===== src/rtl/core/mar_pkg.sv =====
// ----------------------------------------------------------------------------
// Midpoint arc rasterizer package
// Shared types, register indexes and the tangent table for the arc limit test.
// ----------------------------------------------------------------------------
package mar_pkg;

  // Configuration register indexes.
  localparam logic REG_RADIUS    = 1'b0;
  localparam logic REG_ARC_ANGLE = 1'b1;

  // Angle handling.
  localparam int ANGLE_W     = 9;
  localparam int OCT_W       = 4;
  localparam int REM_W       = 6;
  localparam int NUM_OCT     = 8;
  localparam int ANGLE_STEP  = 45;
  // Reciprocal of 45 scaled by 2^15; exact for every 9-bit angle.
  localparam int RECIP_MUL   = 729;
  localparam int RECIP_W     = 10;
  localparam int RECIP_SHIFT = 15;

  // Tangent table precision.
  localparam int TAN_TABLE_FRAC = 16;

  // Per-step control passed from the front end to the back end.
  typedef struct packed {
    logic               idle;  // advance with no arc in progress
    logic               done;  // arc complete after this step
    logic [NUM_OCT-1:0] keep;  // per-octant point kept flags
  } step_flags_t;

  // tan(deg) for deg = 0..44, rounded to 16 fraction bits.
  function automatic logic [TAN_TABLE_FRAC-1:0] tan_q16(input logic [REM_W-1:0] deg);
    logic [TAN_TABLE_FRAC-1:0] t;
    case (deg)
      6'd0:  t = 16'd0;
      6'd1:  t = 16'd1144;
      6'd2:  t = 16'd2289;
      6'd3:  t = 16'd3435;
      6'd4:  t = 16'd4583;
      6'd5:  t = 16'd5734;
      6'd6:  t = 16'd6888;
      6'd7:  t = 16'd8047;
      6'd8:  t = 16'd9210;
      6'd9:  t = 16'd10380;
      6'd10: t = 16'd11556;
      6'd11: t = 16'd12739;
      6'd12: t = 16'd13930;
      6'd13: t = 16'd15130;
      6'd14: t = 16'd16340;
      6'd15: t = 16'd17560;
      6'd16: t = 16'd18792;
      6'd17: t = 16'd20036;
      6'd18: t = 16'd21294;
      6'd19: t = 16'd22566;
      6'd20: t = 16'd23853;
      6'd21: t = 16'd25157;
      6'd22: t = 16'd26478;
      6'd23: t = 16'd27818;
      6'd24: t = 16'd29179;
      6'd25: t = 16'd30560;
      6'd26: t = 16'd31964;
      6'd27: t = 16'd33392;
      6'd28: t = 16'd34846;
      6'd29: t = 16'd36327;
      6'd30: t = 16'd37837;
      6'd31: t = 16'd39378;
      6'd32: t = 16'd40951;
      6'd33: t = 16'd42560;
      6'd34: t = 16'd44205;
      6'd35: t = 16'd45889;
      6'd36: t = 16'd47615;
      6'd37: t = 16'd49385;
      6'd38: t = 16'd51202;
      6'd39: t = 16'd53070;
      6'd40: t = 16'd54991;
      6'd41: t = 16'd56970;
      6'd42: t = 16'd59009;
      6'd43: t = 16'd61113;
      6'd44: t = 16'd63287;
      default: t = 16'd0;
    endcase
    return t;
  endfunction

endpackage


===== src/rtl/core/mar_queue.sv =====
// ----------------------------------------------------------------------------
// Midpoint arc rasterizer step queue
// Small first-in first-out buffer between the front end and the back end.
// ----------------------------------------------------------------------------
module mar_queue #(
  parameter int WIDTH = 32,
  parameter int DEPTH = 4
) (
  input  logic                       clk,
  input  logic                       rst,
  input  logic                       push,
  input  logic [WIDTH-1:0]           push_data,
  input  logic                       pop,
  output logic [WIDTH-1:0]           head_data,
  output logic                       not_empty,
  output logic [$clog2(DEPTH+1)-1:0] count
);

  localparam int AW    = (DEPTH > 1) ? $clog2(DEPTH) : 1;
  localparam int CNT_W = $clog2(DEPTH+1);

  logic [WIDTH-1:0] mem [DEPTH];
  logic [AW-1:0]    wr_ptr;
  logic [AW-1:0]    rd_ptr;

  // Storage write.
  always_ff @(posedge clk) begin
    if (push) begin
      mem[wr_ptr] <= push_data;
    end
  end

  // Pointers and fill count.
  always_ff @(posedge clk) begin
    if (rst) begin
      wr_ptr <= '0;
      rd_ptr <= '0;
      count  <= '0;
    end else begin
      if (push) begin
        wr_ptr <= wr_ptr + AW'(1);
      end
      if (pop) begin
        rd_ptr <= rd_ptr + AW'(1);
      end
      if (push && !pop) begin
        count <= count + CNT_W'(1);
      end else if (!push && pop) begin
        count <= count - CNT_W'(1);
      end
    end
  end

  assign head_data = mem[rd_ptr];
  assign not_empty = (count != '0);

  // The front end must never overrun the queue.
  a_no_overflow: assert property (@(posedge clk) disable iff (rst)
    push && !pop |-> count < CNT_W'(DEPTH))
    else $error("step queue overflow");

  // The back end must never take from an empty queue.
  a_no_underflow: assert property (@(posedge clk) disable iff (rst)
    pop |-> count != '0)
    else $error("step queue underflow");

endmodule


===== src/rtl/core/mar_front.sv =====
// ----------------------------------------------------------------------------
// Midpoint arc rasterizer front end
// Accepts step items, advances the midpoint walker and classifies the octants.
// ----------------------------------------------------------------------------
module mar_front #(
  parameter int COORD_BITS    = 10,
  parameter int TAN_FRAC_BITS = 16,
  parameter int QUEUE_DEPTH   = 4
) (
  input  logic                             clk,
  input  logic                             rst,
  input  logic                             in_valid,
  output logic                             in_stall,
  input  logic                             restart,
  input  logic [COORD_BITS-1:0]            radius,
  input  logic [mar_pkg::OCT_W-1:0]        arc_oct,
  input  logic [TAN_FRAC_BITS-1:0]         limit_slope,
  input  logic [$clog2(QUEUE_DEPTH+1)-1:0] q_count,
  output logic                             push,
  output logic [COORD_BITS-1:0]            push_x,
  output logic [COORD_BITS-1:0]            push_y,
  output mar_pkg::step_flags_t             push_flags
);

  import mar_pkg::*;

  localparam int CB    = COORD_BITS;
  localparam int TF    = TAN_FRAC_BITS;
  localparam int DW    = CB + 3;
  localparam int CNT_W = $clog2(QUEUE_DEPTH+1);
  localparam int PW    = CB + TF + 1;

  // Walker state.
  logic [CB-1:0] cur_x, cur_x_next;
  logic [CB-1:0] cur_y, cur_y_next;
  logic [DW-1:0] decision, decision_next;
  logic          active, active_next;
  logic          step_idle;
  logic          step_done;
  logic          accept;

  // Snapshot stage feeding the octant tests.
  logic          a_valid;
  logic [CB-1:0] a_x;
  logic [CB-1:0] a_y;
  logic          a_idle;
  logic          a_done;
  logic [OCT_W-1:0] a_oct;
  logic [TF-1:0] a_slope;

  // Accept while the queue has room for this item and the one in flight.
  assign in_stall = ((CNT_W+1)'(q_count) + (CNT_W+1)'(a_valid)) >= (CNT_W+1)'(QUEUE_DEPTH);
  assign accept   = in_valid && !in_stall;

  // One midpoint iteration, a restart, or an idle advance.
  always_comb begin
    cur_x_next    = cur_x;
    cur_y_next    = cur_y;
    decision_next = decision;
    step_idle     = 1'b0;
    if (restart) begin
      cur_x_next    = '0;
      cur_y_next    = radius;
      decision_next = DW'(1) - DW'(radius);
    end else if (!active || (cur_y <= cur_x)) begin
      step_idle = 1'b1;
    end else begin
      if (decision[DW-1]) begin
        decision_next = decision + DW'({cur_x, 1'b0}) + DW'(3);
      end else begin
        decision_next = decision + ((DW'(cur_x) - DW'(cur_y)) << 1) + DW'(5);
        cur_y_next    = cur_y - CB'(1);
      end
      cur_x_next = cur_x + CB'(1);
    end
    step_done   = step_idle || !(cur_y_next > cur_x_next);
    active_next = !step_done;
  end

  // Walker registers and snapshot stage control.
  always_ff @(posedge clk) begin
    if (rst) begin
      cur_x    <= '0;
      cur_y    <= '0;
      decision <= '0;
      active   <= 1'b0;
      a_valid  <= 1'b0;
    end else begin
      a_valid <= accept;
      if (accept) begin
        cur_x    <= cur_x_next;
        cur_y    <= cur_y_next;
        decision <= decision_next;
        active   <= active_next;
      end
    end
  end

  // Snapshot payload.
  always_ff @(posedge clk) begin
    if (accept) begin
      a_x     <= step_idle ? '0 : cur_x_next;
      a_y     <= step_idle ? '0 : cur_y_next;
      a_idle  <= step_idle;
      a_done  <= step_done;
      a_oct   <= arc_oct;
      a_slope <= limit_slope;
    end
  end

  // Angle limit tests on the new position.
  logic [PW-1:0] even_lhs;
  logic [PW-1:0] even_rhs;
  logic [TF:0]   s_minus;
  logic [TF:0]   s_plus;
  logic [PW-1:0] odd_lhs;
  logic [PW-1:0] odd_rhs;
  logic          even_ok;
  logic          odd_ok;

  always_comb begin
    even_lhs = PW'(a_y) * PW'(a_slope);
    even_rhs = PW'({a_x, {TF{1'b0}}});
    s_minus  = {1'b1, {TF{1'b0}}} - {1'b0, a_slope};
    s_plus   = {1'b1, a_slope};
    odd_lhs  = PW'(a_y) * PW'(s_minus);
    odd_rhs  = PW'(a_x) * PW'(s_plus);
    even_ok  = ((a_x == '0) && (a_y != '0)) || (even_lhs > even_rhs);
    odd_ok   = (odd_lhs <= odd_rhs);
  end

  // Per-octant keep flags and queue write.
  always_comb begin
    push_flags.idle = a_idle;
    push_flags.done = a_done;
    for (int i = 0; i < NUM_OCT; i++) begin
      push_flags.keep[i] = (a_oct > OCT_W'(i)) ||
                           ((a_oct == OCT_W'(i)) && (((i & 1) != 0) ? odd_ok : even_ok));
    end
  end

  assign push   = a_valid;
  assign push_x = a_x;
  assign push_y = a_y;

endmodule


===== src/rtl/core/mar_back.sv =====
// ----------------------------------------------------------------------------
// Midpoint arc rasterizer back end
// Expands each queued step into its symmetric points, one result per cycle while out_stall is low.
// ----------------------------------------------------------------------------
module mar_back #(
  parameter int COORD_BITS = 10
) (
  input  logic                        clk,
  input  logic                        rst,
  input  logic [COORD_BITS-1:0]       head_x,
  input  logic [COORD_BITS-1:0]       head_y,
  input  mar_pkg::step_flags_t        head_flags,
  input  logic                        q_not_empty,
  output logic                        pop,
  output logic                        out_valid,
  input  logic                        out_stall,
  output logic signed [COORD_BITS:0]  point_x,
  output logic signed [COORD_BITS:0]  point_y,
  output logic                        point_valid,
  output logic                        last_of_step,
  output logic                        arc_done
);

  import mar_pkg::*;

  localparam int OW = COORD_BITS + 1;

  logic [2:0]          sub_idx, sub_idx_next;
  logic                load;
  logic                res_last;
  logic signed [OW-1:0] pos_x, pos_y, neg_x, neg_y;
  logic signed [OW-1:0] res_x, res_y;
  logic                res_valid;

  // Load a new result whenever the queue holds a step and the output register is free or being taken.
  assign load     = q_not_empty && (!out_valid || !out_stall);
  assign res_last = head_flags.idle || (sub_idx == 3'd7);
  assign pop      = load && res_last;

  always_comb begin
    sub_idx_next = sub_idx;
    if (load) begin
      sub_idx_next = res_last ? 3'd0 : sub_idx + 3'd1;
    end
  end

  // Point of the current octant.
  always_comb begin
    pos_x = $signed({1'b0, head_x});
    pos_y = $signed({1'b0, head_y});
    neg_x = -pos_x;
    neg_y = -pos_y;
    case (sub_idx)
      3'd0: begin res_x = pos_x; res_y = neg_y; end
      3'd1: begin res_x = pos_y; res_y = neg_x; end
      3'd2: begin res_x = pos_y; res_y = pos_x; end
      3'd3: begin res_x = pos_x; res_y = pos_y; end
      3'd4: begin res_x = neg_x; res_y = pos_y; end
      3'd5: begin res_x = neg_y; res_y = pos_x; end
      3'd6: begin res_x = neg_y; res_y = neg_x; end
      3'd7: begin res_x = neg_x; res_y = neg_y; end
      default: begin res_x = '0; res_y = '0; end
    endcase
    res_valid = head_flags.keep[sub_idx];
    if (head_flags.idle) begin
      res_x     = '0;
      res_y     = '0;
      res_valid = 1'b0;
    end
  end

  // Control registers.
  always_ff @(posedge clk) begin
    if (rst) begin
      sub_idx   <= '0;
      out_valid <= 1'b0;
    end else begin
      sub_idx <= sub_idx_next;
      if (load) begin
        out_valid <= 1'b1;
      end else if (!out_stall) begin
        out_valid <= 1'b0;
      end
    end
  end

  // Output payload register.
  always_ff @(posedge clk) begin
    if (load) begin
      point_x      <= res_x;
      point_y      <= res_y;
      point_valid  <= res_valid;
      last_of_step <= res_last;
      arc_done     <= head_flags.done;
    end
  end

  // A step's results follow each other without a gap.
  a_step_contiguous: assert property (@(posedge clk) disable iff (rst)
    out_valid && !out_stall && !last_of_step |=> out_valid)
    else $error("gap inside a step's results");

  // All results of one step carry the same completion flag.
  a_done_consistent: assert property (@(posedge clk) disable iff (rst)
    out_valid && !out_stall && !last_of_step |=> $stable(arc_done))
    else $error("completion flag changed within a step");

endmodule


===== src/rtl/core/midpoint_arc_rasterizer_unit.sv =====
// ----------------------------------------------------------------------------
// Midpoint arc rasterizer
// Walks a circle arc by the midpoint method and emits its symmetric points.
// ----------------------------------------------------------------------------
// Usage:
//   Write radius (index 0) and arc_angle (index 1) through the cfg port while
//   the block is idle. Each input transfer carries restart: 1 places the
//   walker at (0, radius), 0 advances one midpoint iteration.
//   Every stepping item yields eight results, one per octant, with
//   last_of_step on the eighth; an advance with no arc in progress yields a
//   single empty result with last_of_step and arc_done set.
// Pipeline and throughput:
//   The first result of an item passes the snapshot stage, the step queue
//   and the output register. The result register delivers one result per
//   cycle while out_stall is low, setting the item rate. The step queue lets
//   the input take up to QUEUE_DEPTH items ahead while results drain.
// Reset and stall:
//   rst clears the walker, the queue and the output register; radius and
//   arc_angle return to zero. When out_stall is high the current result holds
//   and the queue fills; in_stall rises once the queue has no room left.
// ----------------------------------------------------------------------------
module midpoint_arc_rasterizer_unit #(
  parameter int COORD_BITS    = 10,
  parameter int TAN_FRAC_BITS = 16,
  parameter int QUEUE_DEPTH   = 4
) (
  input  logic                         clk,
  input  logic                         rst,
  input  logic                         cfg_wr_en,
  input  logic                         cfg_index,
  input  logic [((COORD_BITS > mar_pkg::ANGLE_W) ? COORD_BITS : mar_pkg::ANGLE_W)-1:0] cfg_data,
  input  logic                         in_valid,
  output logic                         in_stall,
  input  logic                         restart,
  output logic                         out_valid,
  input  logic                         out_stall,
  output logic signed [COORD_BITS:0]   point_x,
  output logic signed [COORD_BITS:0]   point_y,
  output logic                         point_valid,
  output logic                         last_of_step,
  output logic                         arc_done
);

  import mar_pkg::*;

  localparam int CB      = COORD_BITS;
  localparam int TF      = TAN_FRAC_BITS;
  localparam int CNT_W   = $clog2(QUEUE_DEPTH+1);
  localparam int FLAGS_W = $bits(step_flags_t);
  localparam int QW      = 2 * CB + FLAGS_W;
  localparam int SHL     = (TF >= TAN_TABLE_FRAC) ? TF - TAN_TABLE_FRAC : 0;
  localparam int SHR     = (TF < TAN_TABLE_FRAC) ? TAN_TABLE_FRAC - TF : 0;
  localparam int RND_ADD = (SHR > 0) ? (1 << (SHR - 1)) : 0;
  localparam int TW      = TAN_TABLE_FRAC + SHL + 1;
  localparam int PROD_W  = ANGLE_W + RECIP_W;

  // Configuration registers.
  logic [CB-1:0]    radius;
  logic [OCT_W-1:0] arc_oct;
  logic [TF-1:0]    limit_slope;

  // Split the written angle into octant and remainder, then look up the slope.
  logic [ANGLE_W-1:0] new_angle;
  logic [PROD_W-1:0]  angle_prod;
  logic [OCT_W-1:0]   new_oct;
  logic [ANGLE_W-1:0] oct_base;
  logic [REM_W-1:0]   new_rem;
  logic [TW-1:0]      tan_wide;
  logic [TW-1:0]      tan_rounded;
  logic [TF-1:0]      new_slope;

  always_comb begin
    new_angle   = cfg_data[ANGLE_W-1:0];
    angle_prod  = PROD_W'(new_angle) * PROD_W'(RECIP_MUL);
    new_oct     = angle_prod[RECIP_SHIFT +: OCT_W];
    oct_base    = ANGLE_W'(ANGLE_W'(new_oct) * ANGLE_W'(ANGLE_STEP));
    new_rem     = REM_W'(new_angle - oct_base);
    tan_wide    = TW'(tan_q16(new_rem));
    tan_rounded = (tan_wide + TW'(RND_ADD)) >> SHR;
    new_slope   = TF'(tan_rounded << SHL);
  end

  always_ff @(posedge clk) begin
    if (rst) begin
      radius      <= '0;
      arc_oct     <= '0;
      limit_slope <= '0;
    end else if (cfg_wr_en) begin
      case (cfg_index)
        REG_RADIUS: begin
          radius <= cfg_data[CB-1:0];
        end
        REG_ARC_ANGLE: begin
          arc_oct     <= new_oct;
          limit_slope <= new_slope;
        end
        default: begin
        end
      endcase
    end
  end

  // Front end to queue.
  logic                push;
  logic [CB-1:0]       push_x;
  logic [CB-1:0]       push_y;
  step_flags_t         push_flags;
  logic [CNT_W-1:0]    q_count;
  logic                q_not_empty;
  logic                pop;
  logic [QW-1:0]       head_data;
  logic [CB-1:0]       head_x;
  logic [CB-1:0]       head_y;
  step_flags_t         head_flags;

  mar_front #(
    .COORD_BITS    (COORD_BITS),
    .TAN_FRAC_BITS (TAN_FRAC_BITS),
    .QUEUE_DEPTH   (QUEUE_DEPTH)
  ) u_front (
    .clk         (clk),
    .rst         (rst),
    .in_valid    (in_valid),
    .in_stall    (in_stall),
    .restart     (restart),
    .radius      (radius),
    .arc_oct     (arc_oct),
    .limit_slope (limit_slope),
    .q_count     (q_count),
    .push        (push),
    .push_x      (push_x),
    .push_y      (push_y),
    .push_flags  (push_flags)
  );

  mar_queue #(
    .WIDTH (QW),
    .DEPTH (QUEUE_DEPTH)
  ) u_queue (
    .clk       (clk),
    .rst       (rst),
    .push      (push),
    .push_data ({push_x, push_y, push_flags}),
    .pop       (pop),
    .head_data (head_data),
    .not_empty (q_not_empty),
    .count     (q_count)
  );

  assign {head_x, head_y, head_flags} = head_data;

  mar_back #(
    .COORD_BITS (COORD_BITS)
  ) u_back (
    .clk          (clk),
    .rst          (rst),
    .head_x       (head_x),
    .head_y       (head_y),
    .head_flags   (head_flags),
    .q_not_empty  (q_not_empty),
    .pop          (pop),
    .out_valid    (out_valid),
    .out_stall    (out_stall),
    .point_x      (point_x),
    .point_y      (point_y),
    .point_valid  (point_valid),
    .last_of_step (last_of_step),
    .arc_done     (arc_done)
  );

endmodule


===== config.mk =====
export PLATFORM = sky130hd
export DESIGN_NAME = midpoint_arc_rasterizer_unit
export DESIGN_NICKNAME = d
export VERILOG_FILES = /design/src/rtl/core/mar_pkg.sv /design/src/rtl/core/mar_queue.sv /design/src/rtl/core/mar_front.sv /design/src/rtl/core/mar_back.sv /design/src/rtl/core/midpoint_arc_rasterizer_unit.sv
export SDC_FILE = /design/constraint.sdc
export NUM_CORES = 2
export LEC_CHECK = 0
export BUFFER_PORTS_ARGS = -buffer_cell sky130_fd_sc_hd__buf_2
export CAP_MARGIN = 20
export CORE_MARGIN = 5
export CORE_UTILIZATION = 29
export DETAILED_ROUTE_END_ITERATION = 12
export REMOVE_ABC_BUFFERS = 1
export SYNTH_ARGS = -nofsm -noshare
export SYNTH_HDL_FRONTEND = slang
export SYNTH_SLANG_ARGS = --single-unit

===== constraint.sdc =====
create_clock -name clk -period 10.17 [get_ports clk]
set_input_delay 1.017 -clock clk [delete_from_list [all_inputs] [get_ports clk]]
set_output_delay 1.017 -clock clk [all_outputs]
set_load 0.01 [all_outputs]

======== Yosys cells after proc, flatten, opt, wreduce, memory -nomap -nowiden ========
Memory sizes are Yosys's and may differ from the RTL's. A register that Yosys moved wholly into a read port is not among the register bits.
Index checks and enable logic that the tools add are counted.
cells by class
  multiplexer cells ....................... 23
  shifts and indexed selects .............. 0
  div/mod/pow operators ................... 0
  $add $sub $neg .......................... 18
  bitwise operators ....................... 1
  $mul .................................... 5
  eq/ne operators ......................... 16
  reductions and logical operators ........ 52
  magnitude comparators ................... 14
operator list
  cell                                                  number
  case mux 11 bit (4 select lines)                      2
  multiplier 10 x 17 -> 27 bit                          2
  2-to-1 mux 10 bit                                     5
  2-to-1 mux 13 bit                                     3
  less-or-equal comparator 27 bit                       1
  > comparator 26 bit                                   1
  multiplier 10 x 16 -> 26 bit                          1
  negation 10 -> 11 bit                                 2
  multiplier 9 x 10 -> 19 bit (second input constant)   1
  subtractor 17 x 16 -> 17 bit (first input constant)   1
  equality test 4 x 3 -> 1 bit (second input constant)  4
  > comparator 4 x 3 -> 1 bit (second input constant)   4
  OR reduction 2 bit                                    8
  logical AND 1 bit                                     14
  adder 13 x 11 -> 13 bit                               1
  adder 13 bit                                          1
  adder 13 x 2 -> 13 bit (second input constant)        1
  adder 13 x 3 -> 13 bit (second input constant)        1
  logical OR 1 bit                                      13
  equality test 3 bit (second input constant)           4
  subtractor 1 x 10 -> 11 bit (first input constant)    1
  subtractor 10 x 10 -> 11 bit                          1
  adder 10 x 1 -> 10 bit (second input constant)        1
  > comparator 10 bit                                   1
  31 further kinds                                      55
word-level totals
  register bits ........................... 127
  ROM bits ................................ 1024
  word-level logic and storage cells ...... 154
  output and inout bits ................... 27
  latch bits .............................. 0
  memory bits (writable) .................. 120
  memories ................................ 2
memory list
  name             words  width  rd ports  clocked after Yosys merged registers in  write ports  RTL line         RTL
  (no name shown)  64     16     1         1                                        0            mar_pkg.sv:35    case (deg)
  u_queue.mem      4      30     1         1                                        1            mar_queue.sv:22  logic [WIDTH-1:0] mem [DEPTH];

======== Logic depth before layout (Yosys ltp) ========
  depth in word-level cells ............... 8
  depth in mapped cells ................... 35
  mapped depth without buffers ............ 34

======== By module ========
A second synthesis with hierarchy kept.
second synthesis, totals
  cells, all modules ...................... 3709
  area total of the unflattened synthesis .. 34499.3 sq um
by module, submodules not included
  module                        cells each  area each (sq um)  times used  seq. area each (sq um)
  mar_front                     2669        23054.6            1           1961.9
  mar_queue                     199         4750.8             1           3783.6
  midpoint_arc_rasterizer_unit  564         4381.7             1           600.6
  mar_back                      277         2312.2             1           830.8

======== Worst setup path before layout ========
Ideal clock, no wire load.
  path kind ............................... reg-to-reg
  start point ............................. reg u_front.a_slope[0]
  end point ............................... mem u_queue.mem[0][3] (netlist bit) (data pin)
  cell stages (with the launch flop) ...... 33
  arrival time ............................ 7.812 ns
  data required time ...................... 9.969 ns
  setup slack ............................. 2.157 ns
  cell sequence ........................... edfxtp_1 > clkbuf_1 > clkinv_1 > ha_1 > inv_1 > nor2_1 > xnor2_1 > nand2_1 > fa_1 > inv_1 > fa_1 > fa_1 > fa_1 > inv_1 > fa_1 > inv_1 > ha_1 > or4_1 > o211ai_1 > a21oi_1 > o41ai_1 > o21ai_0 > a21o_1 > a21oi_1 > xnor2_1 > ha_1 > a21oi_1 > nor2b_1 > o21ai_0 > o2111ai_1 > a2111oi_0 > nor3_1 > o21ai_0
RTL lines
  element                 RTL line          RTL
  start, declared         mar_front.sv:49   logic [TF-1:0] a_slope;
  start signal, assigned  mar_front.sv:107  a_slope <= limit_slope;
  end, declared           mar_queue.sv:22

==> impl_results.md <==
- Most frequent cells in the layout: 472 x inv_1, 386 x nand2_1, 374 x fa_1
- Mapped Area: 0.03315 mm^2
- DR pass1 iterations: 6
- Number of global-route vias before repair: approximately 25000
- FF-to-FF End: u_queue.mem[0][3]$_DFFE_PP_
- Worst hold path class: reg2reg
- Worst EP required: 10.51 ns
- Ports: 44
- Worst skew pair latency: ~0.56 ns
- Register area share after synthesis: 0.2165
- Clock skew: 0.02660 ns
- Share of flip-flops with an asynchronous set or reset: 0
- CTS buffer count: 28
- Post CTS Setup Buffer Count: 0
- Busiest grt layer: met2
- Tmin final: 9.300 ns
- Synth area leader: fa_1
- Die width: 348.1 um
- Initial antenna violation count: 4
- Final setup vio count: 0
- Largest net degree at the start of global routing: 70
- DRC: 0
- Fin util: 0.3176
- Hold endpoint: u_front.a_slope[10]$_DFFE_PP_
- Setup CP Type: reg2reg
- Area Overhead vs Synth: 9.096%
- Slew Limit Fails: 0
- Peak Freq: 107.5 MHz
- Final nets: ~4300
- Post-cts resize count: 0
- Crit path largest cell delay: 0.68 ns
- Arrival time at the worst endpoint: approximately 9.6 ns
- Routed wire length: 84690 um
- HP Start: limit_slope[10]$_SDFFE_PP0P_
- Reg2reg path depth: 32
- Reg clk slew, reported paths: roughly 0.060 ns
- Commonest non-fill, non-tap cell in the layout: inv_1
- Crit path launch type: register
- Worst-Margin Slew: around 1.0 ns
- Yosys warning count: 0
- R2r startpoint: u_front.a_slope[0]$_DFFE_PP_
- Number of port buffers: 43
- Congestion Overflow GR: 0
- Post-synth EDFFs: about 190
- Seq cells post-synth: roughly 270
- Share of cells above drive strength 1: 0.06122
- Starting Density: 0.2911
- Hold_buf cts: 0
- Synth area leaders: fa_1 23%, edfxtp_1 17%, ha_1 14%
- CP Capture Type: register
- FF-to-FF setup slack: 0.87 ns
- Placed Cells: 5018
- Critical Path Fanout Max: 10
- RSZ-0062 raised after global routing: false
- Most used cell, CP: fa_1
- DR iter-0 viols: 1706
- Top cell type's share of synthesized area: 0.2258
- WHS Path Cells: 0
- Rel. slew slack: 0.3088
- DP Wirelength: 64800 um
- Vias per Instance: between 4 and 5
- Clk sinks: 265
- Placement Rows: 124
- Final Cycle Share: 0.9145
- Max cap viols: 0
- Die Area: between 0.1 and 0.15 mm^2
- Placed Instance Area: 0.03520 mm^2
- Post-synth cell types: 73
- GRT Overall Usage: 0.1387
- Fin cells: 5075
- Status: finished, final reports clean
- Core footprint: 0.1139 mm^2
- Final setup TNS: 0 ns
- GP Congestion: 0.8619
- Final instance area: 0.03617 mm^2
- Antenna Nets Post-Route: 0
- Routing usage on met1: 0.2019
- Slowest CP cell: xnor2_1
- Syn avg cell area: 9.331 um^2
- First-pass GRT wire length: 138800 um
- CTS root buf: clkbuf_16
- Syn Inst Count: between 3000 and 4000
- Met2 Use GR: 0.2259
- Wire per inst: 16.69 um
- H-tree depth: 1
- Maximum clock path buffer count: 3
- Most used DFF post-synth: edfxtp_1
- Total number of vias: about 25000
- Die Height: 348.1 um
- Final Hold Fails: 0
- Clock tree from TritonCTS: yes
- M3 GR Usage: 0.01417
## cells by family after synthesis
kind of cell             count (synthesis)  share of synthesized area
buffers and inverters                  632                    0.07194
AND/OR/NAND/NOR                       1113                     0.1635
flip-flops                             265                     0.2165
multiplexers                            50                    0.02812
AO/OA/AOI/OAI                          576                     0.1092
XOR/XNOR                               177                    0.04676
adder cells (fa/ha/maj)                740                     0.3640
## worst max-delay path by stage
stage | start | to | slack (ns) | depth (start not counted)
final | u_front.a_slope[0]$_DFFE_PP_ | u_queue.mem[0][3]$_DFFE_PP_ | 0.87 | 32
after global routing | u_front.a_slope[0]$_DFFE_PP_ | u_queue.mem[1][3]$_DFFE_PP_ | 0.13 | 32
after CTS | u_front.a_slope[0]$_DFFE_PP_ | u_queue.mem[0][3]$_DFFE_PP_ | 0.92 | 30
after detailed placement | u_front.a_slope[0]$_DFFE_PP_ | u_queue.mem[1][3]$_DFFE_PP_ | 0.92 | 32
after global placement | u_front.a_slope[5]$_DFFE_PP_ | u_queue.mem[0][3]$_DFFE_PP_ | 1.06 | 30
after floorplan | u_front.a_slope[5]$_DFFE_PP_ | u_queue.mem[0][3]$_DFFE_PP_ | 1.96 | 30
## critical path: cells and delay by family (launching register included)
family,cells,cell delay (ns)
compound gates,11,2.92
xor+xnor,2,0.82
buf+inv,6,0.63
flops,1,0.34
simple gates,5,0.93
fa+ha+maj,8,3.44
## per-stage QoR
step	worst slack, ns	hold WS (ns)
after CTS	0.9210	0.4279
after detailed placement	0.9175	0.4126
final	0.8700	0.4255
after floorplan	1.960	0.4030
after global routing	0.1295	0.4453
after global placement	1.063	0.4092
## layer usage
layer  wire length [um]  share of wire
met1              39430           0.47
met3               4460          0.053
met2              39080           0.46
met4               1714          0.020
met5                 13        0.00015
## synthesized netlist by cell type, drive strengths merged, types with 7 or more instances
library cell	n
a22oi	18
or4	7
mux4	32
inv	474
nand2b	27
a311oi	7
o21bai	8
and3	10
a221o	8
a221oi	7
o21a	24
a31oi	26
or2	11
a211oi	34
nor2b	20
edfxtp	187
buf	9
fa	374
nand2	386
xor2	63
or3	23
nor3	64
ha	366
and2	241
a211o	8
mux2i	14
clkbuf	148
dfxtp	78
nor2	207
o41ai	7
a21o	48
xnor2	114
a21oi	176
nand4	21
nand3	53
o31ai	10
nor4	23
o21ai	137
o211ai	18
## state kept, by name, summed over array words and instances (netlist names), 11 cells and up, named ones only
name,flops
u_front.decision,13
u_front.a_slope,16
u_back.point_y,11
u_queue.mem,120
limit_slope,16
u_back.point_x,11
## cell type report
cell class / instances / area [um^2]
sequential: 265 / 7178
tap: 1512 / 1892
fill: 11851 / 77710
inverter: 475 / 1783
clock buffer: 38 / 809.5
antenna: 2 / 5.005
multi-input combinational: 2656 / 23630
clock inverter: 14 / 105.1
timing repair buffer: 113 / 768.2
Power is left out: the tool's default activity adds up to more than one toggle a clock period on the data nets, which glitch-free logic cannot reach.
